$ cat config.mk
export PLATFORM = sky130hd
export DESIGN_NAME = free_list_slot_allocator
export DESIGN_NICKNAME = d
export VERILOG_FILES = /design/src/hw/rtl/flsa_pkg.sv /design/src/hw/rtl/flsa_front.sv /design/src/hw/rtl/flsa_back.sv /design/src/hw/rtl/free_list_slot_allocator.sv
export SDC_FILE = /design/constraint.sdc
export NUM_CORES = 2
export LEC_CHECK = 0
export BUFFER_PORTS_ARGS = -buffer_cell sky130_fd_sc_hd__buf_4
export CORE_MARGIN = 2
export CORE_UTILIZATION = 63
export DETAILED_ROUTE_END_ITERATION = 10
export GPL_ROUTABILITY_DRIVEN = 0
export GPL_TIMING_DRIVEN = 0
export MAX_ROUTING_LAYER = met4
export PLACE_DENSITY = 0.77
export SKIP_CTS_REPAIR_TIMING = 1
export SYNTH_ARGS = -nofsm -noshare
export SYNTH_HDL_FRONTEND = slang
export SYNTH_HIERARCHICAL = 1
export SYNTH_SLANG_ARGS = --single-unit
$ cat constraint.sdc
create_clock -name clk_i -period 5.65 [get_ports clk_i]
set_input_delay 1.13 -clock clk_i [delete_from_list [all_inputs] [get_ports clk_i]]
set_output_delay 1.13 -clock clk_i [all_outputs]
set_load 0.1 [all_outputs]
$ cat src/hw/rtl/flsa_pkg.sv
// Shared types and constants of the free-list slot allocator.
// No dependencies; imported by flsa_front, flsa_back and the top level.
`default_nettype none

package flsa_pkg;

  // Pool geometry
  localparam int unsigned Slots     = 256;
  localparam int unsigned SlotBits  = $clog2(Slots);
  localparam int unsigned CountBits = $clog2(Slots + 1);
  localparam int unsigned TypeBits  = 8;

  // Port field widths
  localparam int unsigned ItemTypeW  = 8;
  localparam int unsigned SlotIndexW = 10;
  localparam int unsigned StatusW    = 3;

  // Command queue between front and back
  localparam int unsigned QDepth   = 2;
  localparam int unsigned QPtrBits = $clog2(QDepth);
  localparam int unsigned QCntBits = $clog2(QDepth + 1);

  typedef enum logic {
    CmdAlloc = 1'b0,
    CmdFree  = 1'b1
  } flsa_cmd_e;

  typedef enum logic [StatusW-1:0] {
    StOk       = 3'd0,
    StEmpty    = 3'd1,
    StNull     = 3'd2,
    StRange    = 3'd3,
    StNotOwned = 3'd4
  } flsa_status_e;

  // Class of a command as sorted by the front end
  typedef enum logic [1:0] {
    OpAlloc = 2'd0,
    OpFree  = 2'd1,
    OpNull  = 2'd2,
    OpRange = 2'd3
  } flsa_kind_e;

  typedef struct packed {
    flsa_kind_e          kind;
    logic [TypeBits-1:0] tag;
    logic [SlotBits-1:0] idx;
  } flsa_op_t;

endpackage

`default_nettype wire

$ cat src/hw/rtl/flsa_front.sv
// Front end: takes command beats, sorts them by kind and range, and queues them.
// Depends on flsa_pkg.
`default_nettype none

module flsa_front (
  input  logic                               clk_i,
  input  logic                               rst_ni,
  input  logic                               in_valid_i,
  output logic                               in_ready_o,
  input  logic                               cmd_i,
  input  logic [flsa_pkg::ItemTypeW-1:0]     item_type_i,
  input  logic [flsa_pkg::SlotIndexW-1:0]    slot_index_i,
  output logic                               op_valid_o,
  input  logic                               op_ready_i,
  output flsa_pkg::flsa_op_t                 op_o
);
  import flsa_pkg::*;

  flsa_op_t             entry_q [QDepth];
  logic [QPtrBits-1:0]  wr_ptr_q, rd_ptr_q;
  logic [QCntBits-1:0]  count_q;
  flsa_op_t             op_new;
  logic                 push, pop;

  always_comb begin
    op_new.tag = item_type_i[TypeBits-1:0];
    op_new.idx = slot_index_i[SlotBits-1:0];
    if (cmd_i == CmdFree) begin
      op_new.kind = (slot_index_i >= SlotIndexW'(Slots)) ? OpRange : OpFree;
    end else begin
      op_new.kind = (op_new.tag == '0) ? OpNull : OpAlloc;
    end
  end

  assign in_ready_o = (count_q != QCntBits'(QDepth));
  assign op_valid_o = (count_q != '0);
  assign op_o       = entry_q[rd_ptr_q];
  assign push       = in_valid_i & in_ready_o;
  assign pop        = op_valid_o & op_ready_i;

  always_ff @(posedge clk_i or negedge rst_ni) begin
    if (!rst_ni) begin
      wr_ptr_q <= '0;
      rd_ptr_q <= '0;
      count_q  <= '0;
    end else begin
      if (push) wr_ptr_q <= wr_ptr_q + QPtrBits'(1);
      if (pop)  rd_ptr_q <= rd_ptr_q + QPtrBits'(1);
      if (push && !pop) begin
        count_q <= count_q + QCntBits'(1);
      end else if (pop && !push) begin
        count_q <= count_q - QCntBits'(1);
      end
    end
  end

  always_ff @(posedge clk_i) begin
    if (push) entry_q[wr_ptr_q] <= op_new;
  end

`ifndef SYNTHESIS
  a_count_bound : assert property (@(posedge clk_i) disable iff (!rst_ni)
    count_q <= QCntBits'(QDepth)) else $error("queue count overflow");
  a_no_push_full : assert property (@(posedge clk_i) disable iff (!rst_ni)
    (count_q == QCntBits'(QDepth)) && !pop |=> count_q == QCntBits'(QDepth))
    else $error("queue lost an entry while full");
  a_empty_pop : assert property (@(posedge clk_i) disable iff (!rst_ni)
    (count_q == '0) |-> !pop) else $error("pop from empty queue");
`endif

endmodule

`default_nettype wire

$ cat src/hw/rtl/flsa_back.sv
// Back end: free stack memory, owned marks, type tags and the result register.
// Executes one queued command at a time. Depends on flsa_pkg.
`default_nettype none

module flsa_back (
  input  logic                            clk_i,
  input  logic                            rst_ni,
  input  logic                            op_valid_i,
  output logic                            op_ready_o,
  input  flsa_pkg::flsa_op_t              op_i,
  output logic                            out_valid_o,
  input  logic                            out_ready_i,
  output logic [flsa_pkg::StatusW-1:0]    status_o,
  output logic [flsa_pkg::SlotBits-1:0]   granted_slot_o,
  output logic [flsa_pkg::CountBits-1:0]  free_count_o
);
  import flsa_pkg::*;

  typedef enum logic [2:0] {
    SIdle = 3'b001,
    SExec = 3'b010,
    SPop  = 3'b100
  } state_e;

  state_e               state_q, state_d;
  flsa_op_t             op_q;
  logic                 own_rd_q;
  logic [CountBits-1:0] top_q, top_d;
  logic [Slots-1:0]     owned_q;
  logic [Slots-1:0]     stack_vld_q;
  logic [SlotBits-1:0]  stack_mem [Slots];
  logic [TypeBits-1:0]  type_mem [Slots];

  logic                 rd_en, rd_vld_q;
  logic [SlotBits-1:0]  rd_addr, rd_addr_q, rd_data_q;
  logic                 wr_en;
  logic [SlotBits-1:0]  wr_addr;
  logic                 own_set, own_clr;
  logic [SlotBits-1:0]  own_idx, pop_slot;

  logic                 out_free, out_load;
  flsa_status_e         res_status;
  logic [SlotBits-1:0]  res_slot;
  logic                 out_valid_q;
  flsa_status_e         status_q;
  logic [SlotBits-1:0]  granted_q;
  logic [CountBits-1:0] count_q;

  assign out_free = !out_valid_q || out_ready_i;

  // An entry never written reads as Slots-1-k, taken from rd_addr_q while rd_vld_q is clear
  assign pop_slot = rd_vld_q ? rd_data_q : (SlotBits'(Slots - 1) - rd_addr_q);

  always_comb begin
    state_d    = state_q;
    top_d      = top_q;
    op_ready_o = 1'b0;
    rd_en      = 1'b0;
    rd_addr    = SlotBits'(top_q - CountBits'(1));
    wr_en      = 1'b0;
    wr_addr    = top_q[SlotBits-1:0];
    own_set    = 1'b0;
    own_clr    = 1'b0;
    own_idx    = op_q.idx;
    out_load   = 1'b0;
    res_status = StOk;
    res_slot   = '0;
    unique case (state_q)
      SIdle: begin
        op_ready_o = 1'b1;
        if (op_valid_i) state_d = SExec;
      end
      SExec: begin
        unique case (op_q.kind)
          OpNull: begin
            if (out_free) begin
              out_load   = 1'b1;
              res_status = StNull;
              state_d    = SIdle;
            end
          end
          OpRange: begin
            if (out_free) begin
              out_load   = 1'b1;
              res_status = StRange;
              state_d    = SIdle;
            end
          end
          OpAlloc: begin
            if (top_q == '0) begin
              if (out_free) begin
                out_load   = 1'b1;
                res_status = StEmpty;
                state_d    = SIdle;
              end
            end else begin
              rd_en   = 1'b1;
              state_d = SPop;
            end
          end
          OpFree: begin
            if (out_free) begin
              out_load = 1'b1;
              state_d  = SIdle;
              if (!own_rd_q) begin
                res_status = StNotOwned;
              end else begin
                own_clr = 1'b1;
                if (top_q < CountBits'(Slots)) begin
                  wr_en = 1'b1;
                  top_d = top_q + CountBits'(1);
                end
              end
            end
          end
        endcase
      end
      SPop: begin
        // read data of the top entry is held in rd_data_q
        if (out_free) begin
          out_load = 1'b1;
          res_slot = pop_slot;
          own_idx  = pop_slot;
          own_set  = 1'b1;
          top_d    = top_q - CountBits'(1);
          state_d  = SIdle;
        end
      end
      default: state_d = SIdle;
    endcase
  end

  always_ff @(posedge clk_i or negedge rst_ni) begin
    if (!rst_ni) begin
      state_q     <= SIdle;
      top_q       <= CountBits'(Slots);
      owned_q     <= '0;
      stack_vld_q <= '0;
      rd_vld_q    <= 1'b0;
      out_valid_q <= 1'b0;
    end else begin
      state_q <= state_d;
      top_q   <= top_d;
      if (own_set) owned_q[own_idx] <= 1'b1;
      if (own_clr) owned_q[own_idx] <= 1'b0;
      if (wr_en)   stack_vld_q[wr_addr] <= 1'b1;
      if (rd_en)   rd_vld_q <= stack_vld_q[rd_addr];
      if (out_load) begin
        out_valid_q <= 1'b1;
      end else if (out_ready_i) begin
        out_valid_q <= 1'b0;
      end
    end
  end

  // owned mark is sampled with the op; marks only change outside SIdle
  always_ff @(posedge clk_i) begin
    if (op_valid_i && op_ready_o) begin
      op_q     <= op_i;
      own_rd_q <= owned_q[op_i.idx];
    end
    if (wr_en) stack_mem[wr_addr] <= op_q.idx;
    if (rd_en) begin
      rd_data_q <= stack_mem[rd_addr];
      rd_addr_q <= rd_addr;
    end
    if (own_set || own_clr) type_mem[own_idx] <= own_set ? op_q.tag : '0;
    if (out_load) begin
      status_q  <= res_status;
      granted_q <= res_slot;
      count_q   <= top_d;
    end
  end

  assign out_valid_o    = out_valid_q;
  assign status_o       = status_q;
  assign granted_slot_o = granted_q;
  assign free_count_o   = count_q;

`ifndef SYNTHESIS
  a_top_bound : assert property (@(posedge clk_i) disable iff (!rst_ni)
    top_q <= CountBits'(Slots)) else $error("free count above pool size");
  a_refused_no_slot : assert property (@(posedge clk_i) disable iff (!rst_ni)
    out_valid_o && (status_o != StOk) |-> granted_slot_o == '0)
    else $error("refused command carries a slot");
  a_empty_count : assert property (@(posedge clk_i) disable iff (!rst_ni)
    out_valid_o && (status_o == StEmpty) |-> free_count_o == '0)
    else $error("pool empty reported with free slots");
  a_pop_nonempty : assert property (@(posedge clk_i) disable iff (!rst_ni)
    (state_q == SPop) |-> top_q != '0) else $error("pop from empty stack");
  a_pop_not_owned : assert property (@(posedge clk_i) disable iff (!rst_ni)
    own_set |-> !owned_q[own_idx]) else $error("popped slot already owned");
`endif

endmodule

`default_nettype wire

$ cat src/hw/rtl/free_list_slot_allocator.sv
// Top level of the free-list slot allocator: front end, command queue, back end.
// Depends on flsa_pkg, flsa_front and flsa_back.
//
// Usage:
//   Input channel (in_valid_i/in_ready_o) carries one command per beat:
//   cmd_i 0 allocates a slot tagged with item_type_i, cmd_i 1 frees slot_index_i.
//   Output channel (out_valid_o/out_ready_i) returns one result beat per command,
//   in order: status_o, granted_slot_o and the free count after the command.
//   A command passes through the queue, the back end's op register and the
//   result register; a granted allocate also passes through state SPop for the
//   registered read of the free-stack memory. The back end executes one command
//   at a time and takes the next only once it is back in SIdle.
//   A two-entry queue sits between front and back, so the input keeps taking
//   beats while a result waits in the output register.
//   After reset all 256 slots are free and slot 0 is handed out first; no
//   clearing pass is needed. When the receiver stalls, the result register holds
//   its beat, the back end waits, and the input stalls once the queue is full.
`default_nettype none

module free_list_slot_allocator (
  input  logic                               clk_i,
  input  logic                               rst_ni,
  input  logic                               in_valid_i,
  output logic                               in_ready_o,
  input  logic                               cmd_i,
  input  logic [flsa_pkg::ItemTypeW-1:0]     item_type_i,
  input  logic [flsa_pkg::SlotIndexW-1:0]    slot_index_i,
  output logic                               out_valid_o,
  input  logic                               out_ready_i,
  output logic [flsa_pkg::StatusW-1:0]       status_o,
  output logic [flsa_pkg::SlotBits-1:0]      granted_slot_o,
  output logic [flsa_pkg::CountBits-1:0]     free_count_o
);
  import flsa_pkg::*;

  flsa_op_t op;
  logic     op_valid, op_ready;

  flsa_front u_front (
    .clk_i        (clk_i),
    .rst_ni       (rst_ni),
    .in_valid_i   (in_valid_i),
    .in_ready_o   (in_ready_o),
    .cmd_i        (cmd_i),
    .item_type_i  (item_type_i),
    .slot_index_i (slot_index_i),
    .op_valid_o   (op_valid),
    .op_ready_i   (op_ready),
    .op_o         (op)
  );

  flsa_back u_back (
    .clk_i          (clk_i),
    .rst_ni         (rst_ni),
    .op_valid_i     (op_valid),
    .op_ready_o     (op_ready),
    .op_i           (op),
    .out_valid_o    (out_valid_o),
    .out_ready_i    (out_ready_i),
    .status_o       (status_o),
    .granted_slot_o (granted_slot_o),
    .free_count_o   (free_count_o)
  );

endmodule

`default_nettype wire

# --- Yosys cells after proc, flatten, opt, wreduce, memory -nomap -nowiden ---
# Memories as Yosys holds them, arrays and structs flattened. A register that Yosys moved wholly into a read port is not among the register bits.
# Index checks and enable logic that the tools add are counted.
word_totals:
  register_bits: 569
  mem_bits_rw: 2084
  n_memories: 2
  input_bits: 23
  out_inout_bits: 22
mem_list:
  columns: ["name", "depth", "width", "read_ports", "rd_clocked_by_memory_dff", "write_ports", "line", "source"]
  rows:
  - ["u_back.stack_mem", 256, 8, 1, 1, 1, "flsa_back.sv:31", "logic [SlotBits-1:0] stack_mem [Slots];"]
  - ["u_front.entry_q", 2, 18, 1, 0, 1, "flsa_front.sv:19", "flsa_op_t entry_q [QDepth];"]
classes:
  n_bitwise: 6
  order_cmp: 8
  n_addsub: 7
  muxes: 60
  n_eq_ne: 8
  reduce_logical: 17
op_table:
  columns: ["op", "count"]
  rows:
  - ["$mux W256", 2]
  - ["$or A256 B256 Y256", 2]
  - ["$and A256 B256 Y256", 1]
  - ["$not A256 Y256", 1]
  - ["$mux W9", 5]
  - ["$lt A8 B9 Y1 const B", 4]
  - ["$mux W1", 27]
  - ["$mux W8", 3]
  - ["$mux W3", 6]
  - ["$pmux W9 S2", 1]
  - ["$bmux W1 S8", 2]
  - ["$demux W1 S8", 2]
  - ["$ge A8 B1 Y1 const B", 2]
  - ["$mux W2", 7]
  - ["$pmux W3 S4", 1]
  - ["$ge A10 B9 Y1 const B", 1]
  - ["$add A9 B1 Y9 const B", 1]
  - ["$logic_not A9 Y1", 1]
  - ["$lt A9 B9 Y1 const B", 1]
  - ["$pmux W3 S3", 1]
  - ["$sub A9 B1 Y9 const B", 1]
  - ["$logic_not A8 Y1", 1]
  - ["$sub A8 B8 Y8 const A", 1]
  - ["$pmux W3 S2", 1]
  - ["19 further kinds", 31]

# --- Logic depth before layout (Yosys ltp) ---
logic_depth:
  depth_word: 12
  ltp_mapped: 16

# --- Modules after synthesis ---
# The synthesis kept the hierarchy.
modules_own_cells:
  columns: ["mod", "area_each_um2", "n_inst", "seq_area_each_um2", "cells_per_inst"]
  rows:
  - ["flsa_back", 103969.7, 1, 76075.5, 5335]
  - ["flsa_front", 1569.0, 1, 1181.1, 79]

# --- Least setup slack after synthesis ---
# OpenSTA, ideal clock, no wires.
synth_path:
  path_kind: "reg-to-reg"
  from: "register u_back/op_q[2] (netlist name)"
  to: "register u_back.owned_q[100]"
  path_slack_ns: 0.891
  t_arrival_ns: 4.622
  path_buffers: 1
  path_stages_with_launch: 7
  t_required_ns: 5.513
  cell_sequence: "edfxtp_1 nor2_1 nor3_1 nand2_1 nor2_1 clkbuf_1 a21oi_1"
synth_between:
  elab_chain_len: 10
  word_cells_on_any_way: 12
  classes_between: "2 x order compare; 6 x mux; 3 x bitwise; 1 x reduce/logical"
synth_rtl:
  columns: ["element", "line", "source"]
  rows:
  - ["start: declaration", "flsa_back.sv:26", "flsa_op_t op_q;"]
  - ["start signal: assignment", "flsa_back.sv:159", "op_q <= op_i;"]
  - ["$mux W8", "flsa_back.sv:120", "if (out_free) begin"]
  - ["$mux W8 (*)", "flsa_back.sv:68", "unique case (state_q)"]
  - ["$lt A8 B9 Y1 (not written as such) / $ge A8 B1 Y1 (equally long branches)", "flsa_back.sv:144, flsa_back.sv:145", null]
  - ["$logic_and A1 B1 Y1 (not written as such)", "flsa_back.sv:144, flsa_back.sv:145", null]
  - ["$mux W1 (not written as such)", "flsa_back.sv:144, flsa_back.sv:145", null]
  - ["$demux W1 S8 (*)", null, null]
  - ["$or A256 B256 Y256 (no line)", null, null]
  - ["$mux W256", "flsa_back.sv:144", "if (own_set) owned_q[own_idx] <= 1'b1;"]
  - ["$and A256 B256 Y256 (no line)", null, null]
  - ["$mux W256 (*)", "flsa_back.sv:145", "if (own_clr) owned_q[own_idx] <= 1'b0;"]
  - ["end signal: assignment", "flsa_back.sv:137", "owned_q <= '0;"]
  - ["end signal: indexed assignment", "flsa_back.sv:144", null]
  - ["end signal: indexed assignment", "flsa_back.sv:145", null]
  - ["end: declaration", "flsa_back.sv:29", "logic [Slots-1:0] owned_q;"]
# Every way passes the cells marked *; elsewhere a longest branch is shown, timed or not.
# A chain may end at the register's enable or synchronous reset.

# --- Final worst setup path ---
layout_path:
  from: "register u_back.top_q[0]"
  to: "register u_back.rd_data_q[4], read port of u_back.stack_mem, data pin"
layout_between:
  word_cells_on_any_way: 5
  classes_between: "1 x add/sub; 3 x mux; 1 x reduce/logical"
layout_rtl:
  columns: ["element", "line", "source"]
  rows:
  - ["start: declaration", "flsa_back.sv:28", "logic [CountBits-1:0] top_q, top_d;"]
  - ["start signal: assignment", "flsa_back.sv:136", "top_q <= CountBits'(Slots);"]
  - ["start signal: assignment", "flsa_back.sv:143", "top_q <= top_d;"]
  - ["$sub A9 B1 Y9", "flsa_back.sv:59", "rd_addr = SlotBits'(top_q - CountBits'(1));"]
  - ["named net u_back.rd_addr[0]", "flsa_back.sv:35", "logic [SlotBits-1:0] rd_addr, rd_addr_q, rd_data_q;"]
  - ["end: declaration", "flsa_back.sv:35", null]
# The timed path passes the listed nets, and every way through them passes these cells.

==> flow_summary_export.csv <==
group,metric,value,unit
outcome,status,"complete, but fails checks",
outcome,failed_checks,"setup timing",
yosys,synth_fp_nets,5418,
critical_path,cp-end-kind,"flip-flop",
drt,drt-total-wl,308000,µm
critical_path,cp_num_buf_inv,7,
sta,final_hold_viol_count,0,
final_layout,layout_commonest_cell,"edfxtp_1",
floorplanning,die_x,412,µm
critical_path,path_delay_family,"buffers and inverters",
floorplanning,fp.coreArea,165000,µm²
power,power,71500,µW
cts,cts-root-buf,"clkbuf_16",
cts,clock-sinks,2645,
cts,h-tree-depth,5,
sta,finalClockSkew,0.0719,ns
critical_path,r2r_setup_slack,-0.19,ns
global_route,grt_max_degree,133,
critical_path,crit_required,6.22,ns
final_layout,fill_cells,9239,
global_route,grt_pass1_wl,435000,µm
critical_path,critical_path.cell_chain,"buf_4 > buf_2 > buf_8 > clkinvlp_4 > ha_2 > clkbuf_4 > clkbuf_4 > clkbuf_2 > mux4_2 > mux4_2 > mux2i_2 > mux2i_1 > a32oi_1 > nand2_1",
drt,dr.pass1.iters,9,
power,p_leak,0.0410,µW
cts,clk_latency,0.96,ns
drt,wl_per_cell,37.6,µm
drt,avgViaCountPerCell,7.33,
sta,holdWs,0.233,ns
sta,layout_setup_ws,-0.189,ns
critical_path,crit_fanout,10,
final_layout,final_layout_size_suffix_gt1_share,26.4,%
critical_path,critical_path_class,"reg -> reg",
yosys,avgSynthCellArea,19.5,µm²
sta,relSlewSlack,5.08,%
critical_path,slowest_stage,"mux4_2",
global_route,grt_antenna_before_repair,18,
power,power_density,599,nW/µm²
yosys,ys_warn_count,6,
drt,ant_nets,0,
floorplanning,ios,45,
sta,fmaxAchievable,0.171,GHz
drt,vias,60154,
sta,worst_slew_pin_slew,1.42,ns
floorplanning,die_h,412,µm
floorplanning,dieArea,170000,µm²
drt,drc,0,
final_layout,areaGrowthSynthToFinish,13.7,%
critical_path,arrival,6.41,ns
global_route,grt_pass1_vias,59429,
sta,min_period,5.84,ns
critical_path,cp.depth,14,
final_layout,final_cell_area,119000,µm²
sta,fin_crit_sh,103,%
placed_design,io_buffers,44,
cts,path_clk_slew,0.07,ns
cts,cts.path.max_buffers,4,
floorplanning,start_util,63.5,%
placed_design,dpl_cell_area,111000,µm²
yosys,postSynthCellCount,5390,
hold_path,hp-class,"in -> async",
power,peakVddDrop,535,µV
flow_run,drv_cap,0,
final_layout,final_core_util,72.3,%
sta,setup-tns-final,-0.750,ns
critical_path,slowest_delay,0.56,ns
critical_path,start_kind,"flip-flop",
critical_path,reg2regPathDepth,14,
final_layout,final_cell_mix,"edfxtp_1, mux4_2, a21oi_1",
yosys,synthesis.area,105000,µm²
sta,drv_slew,0,
cts,cts_tree,"done",
cts,cts_buffers,278,
floorplanning,rows,149,
final_layout,finalNetCount,5837,
placed_design,hpwlAfterDp,198000,µm
global_route,grt_usage,38.0,%
global_route,grt_overflow,0,
sta,setup_violations,8,
drt,drt_iter0_drc,10368,
## stage by stage
stage | cells | setup slack, ns
after detailed placement | 7719 | -2.37
final | 8207 | -0.189
after floorplan | 5390 | 0.891
after global routing | 8204 | -0.0207
after global placement | 7623 | -2.96
after CTS | 8192 | -2.40
## registers in the layout, indices dropped and copies added (netlist names), 9 cells and up
name / cells
u_back/free_count_o: 9
u_back/op_q: 10
u_back/owned_q: 256
u_back/stack_mem: 2048
u_back/stack_vld_q: 256
u_back/top_q: 9
u_front/entry_q: 20
## worst paths after layout
kind | start | endpoint
max | u_back/top_q[0]$_DFF_PN0_ | u_back/rd_data_q[4]$_DFFE_PP_
min in group clk_i | slot_index_i[0] | u_front/entry_q[1][0]$_DFFE_PP_
max in group asynchronous | rst_ni | u_back/owned_q[142]$_DFF_PN0_
max reg2reg | u_back/top_q[0]$_DFF_PN0_ | u_back/rd_data_q[4]$_DFFE_PP_
min | rst_ni | u_back/stack_vld_q[245]$_DFFE_PN0P_
min reg2reg | u_back/stack_vld_q[242]$_DFFE_PN0P_ | u_back/stack_vld_q[242]$_DFFE_PN0P_
## power by group
| group | internal [µW] | total, µW | switching [µW] | leakage [µW] |
|---|---|---|---|---|
| sequential | 23500 | 23900 | 350 | 0.0264 |
| combinational | 10800 | 30100 | 19300 | 0.0104 |
| clock | 10200 | 17500 | 7320 | 0.00418 |
## layout make-up
| cell class | instances | area (µm²) | area share, % |
|---|---|---|---|
| diodes | 16 | 40.0 | 0.0335 |
| clock inverters | 117 | 1030 | 0.862 |
| well taps | 2189 | 2740 | 2.29 |
| inverters | 13 | 52.6 | 0.0440 |
| flip-flops and latches | 2645 | 76800 | 64.3 |
| multi-input cells | 2341 | 26400 | 22.2 |
| clock buffers | 356 | 7510 | 6.29 |
| plain buffers | 388 | 1920 | 1.60 |
| repair buffers | 142 | 2870 | 2.40 |
## per-layer routing
layer	GRT usage (%)	routed length, µm
met1	49.0	103000
met2	55.3	141000
met3	11.7	44200
met4	19.7	20600
met5	-	0
(Power assumes the default switching activity.)
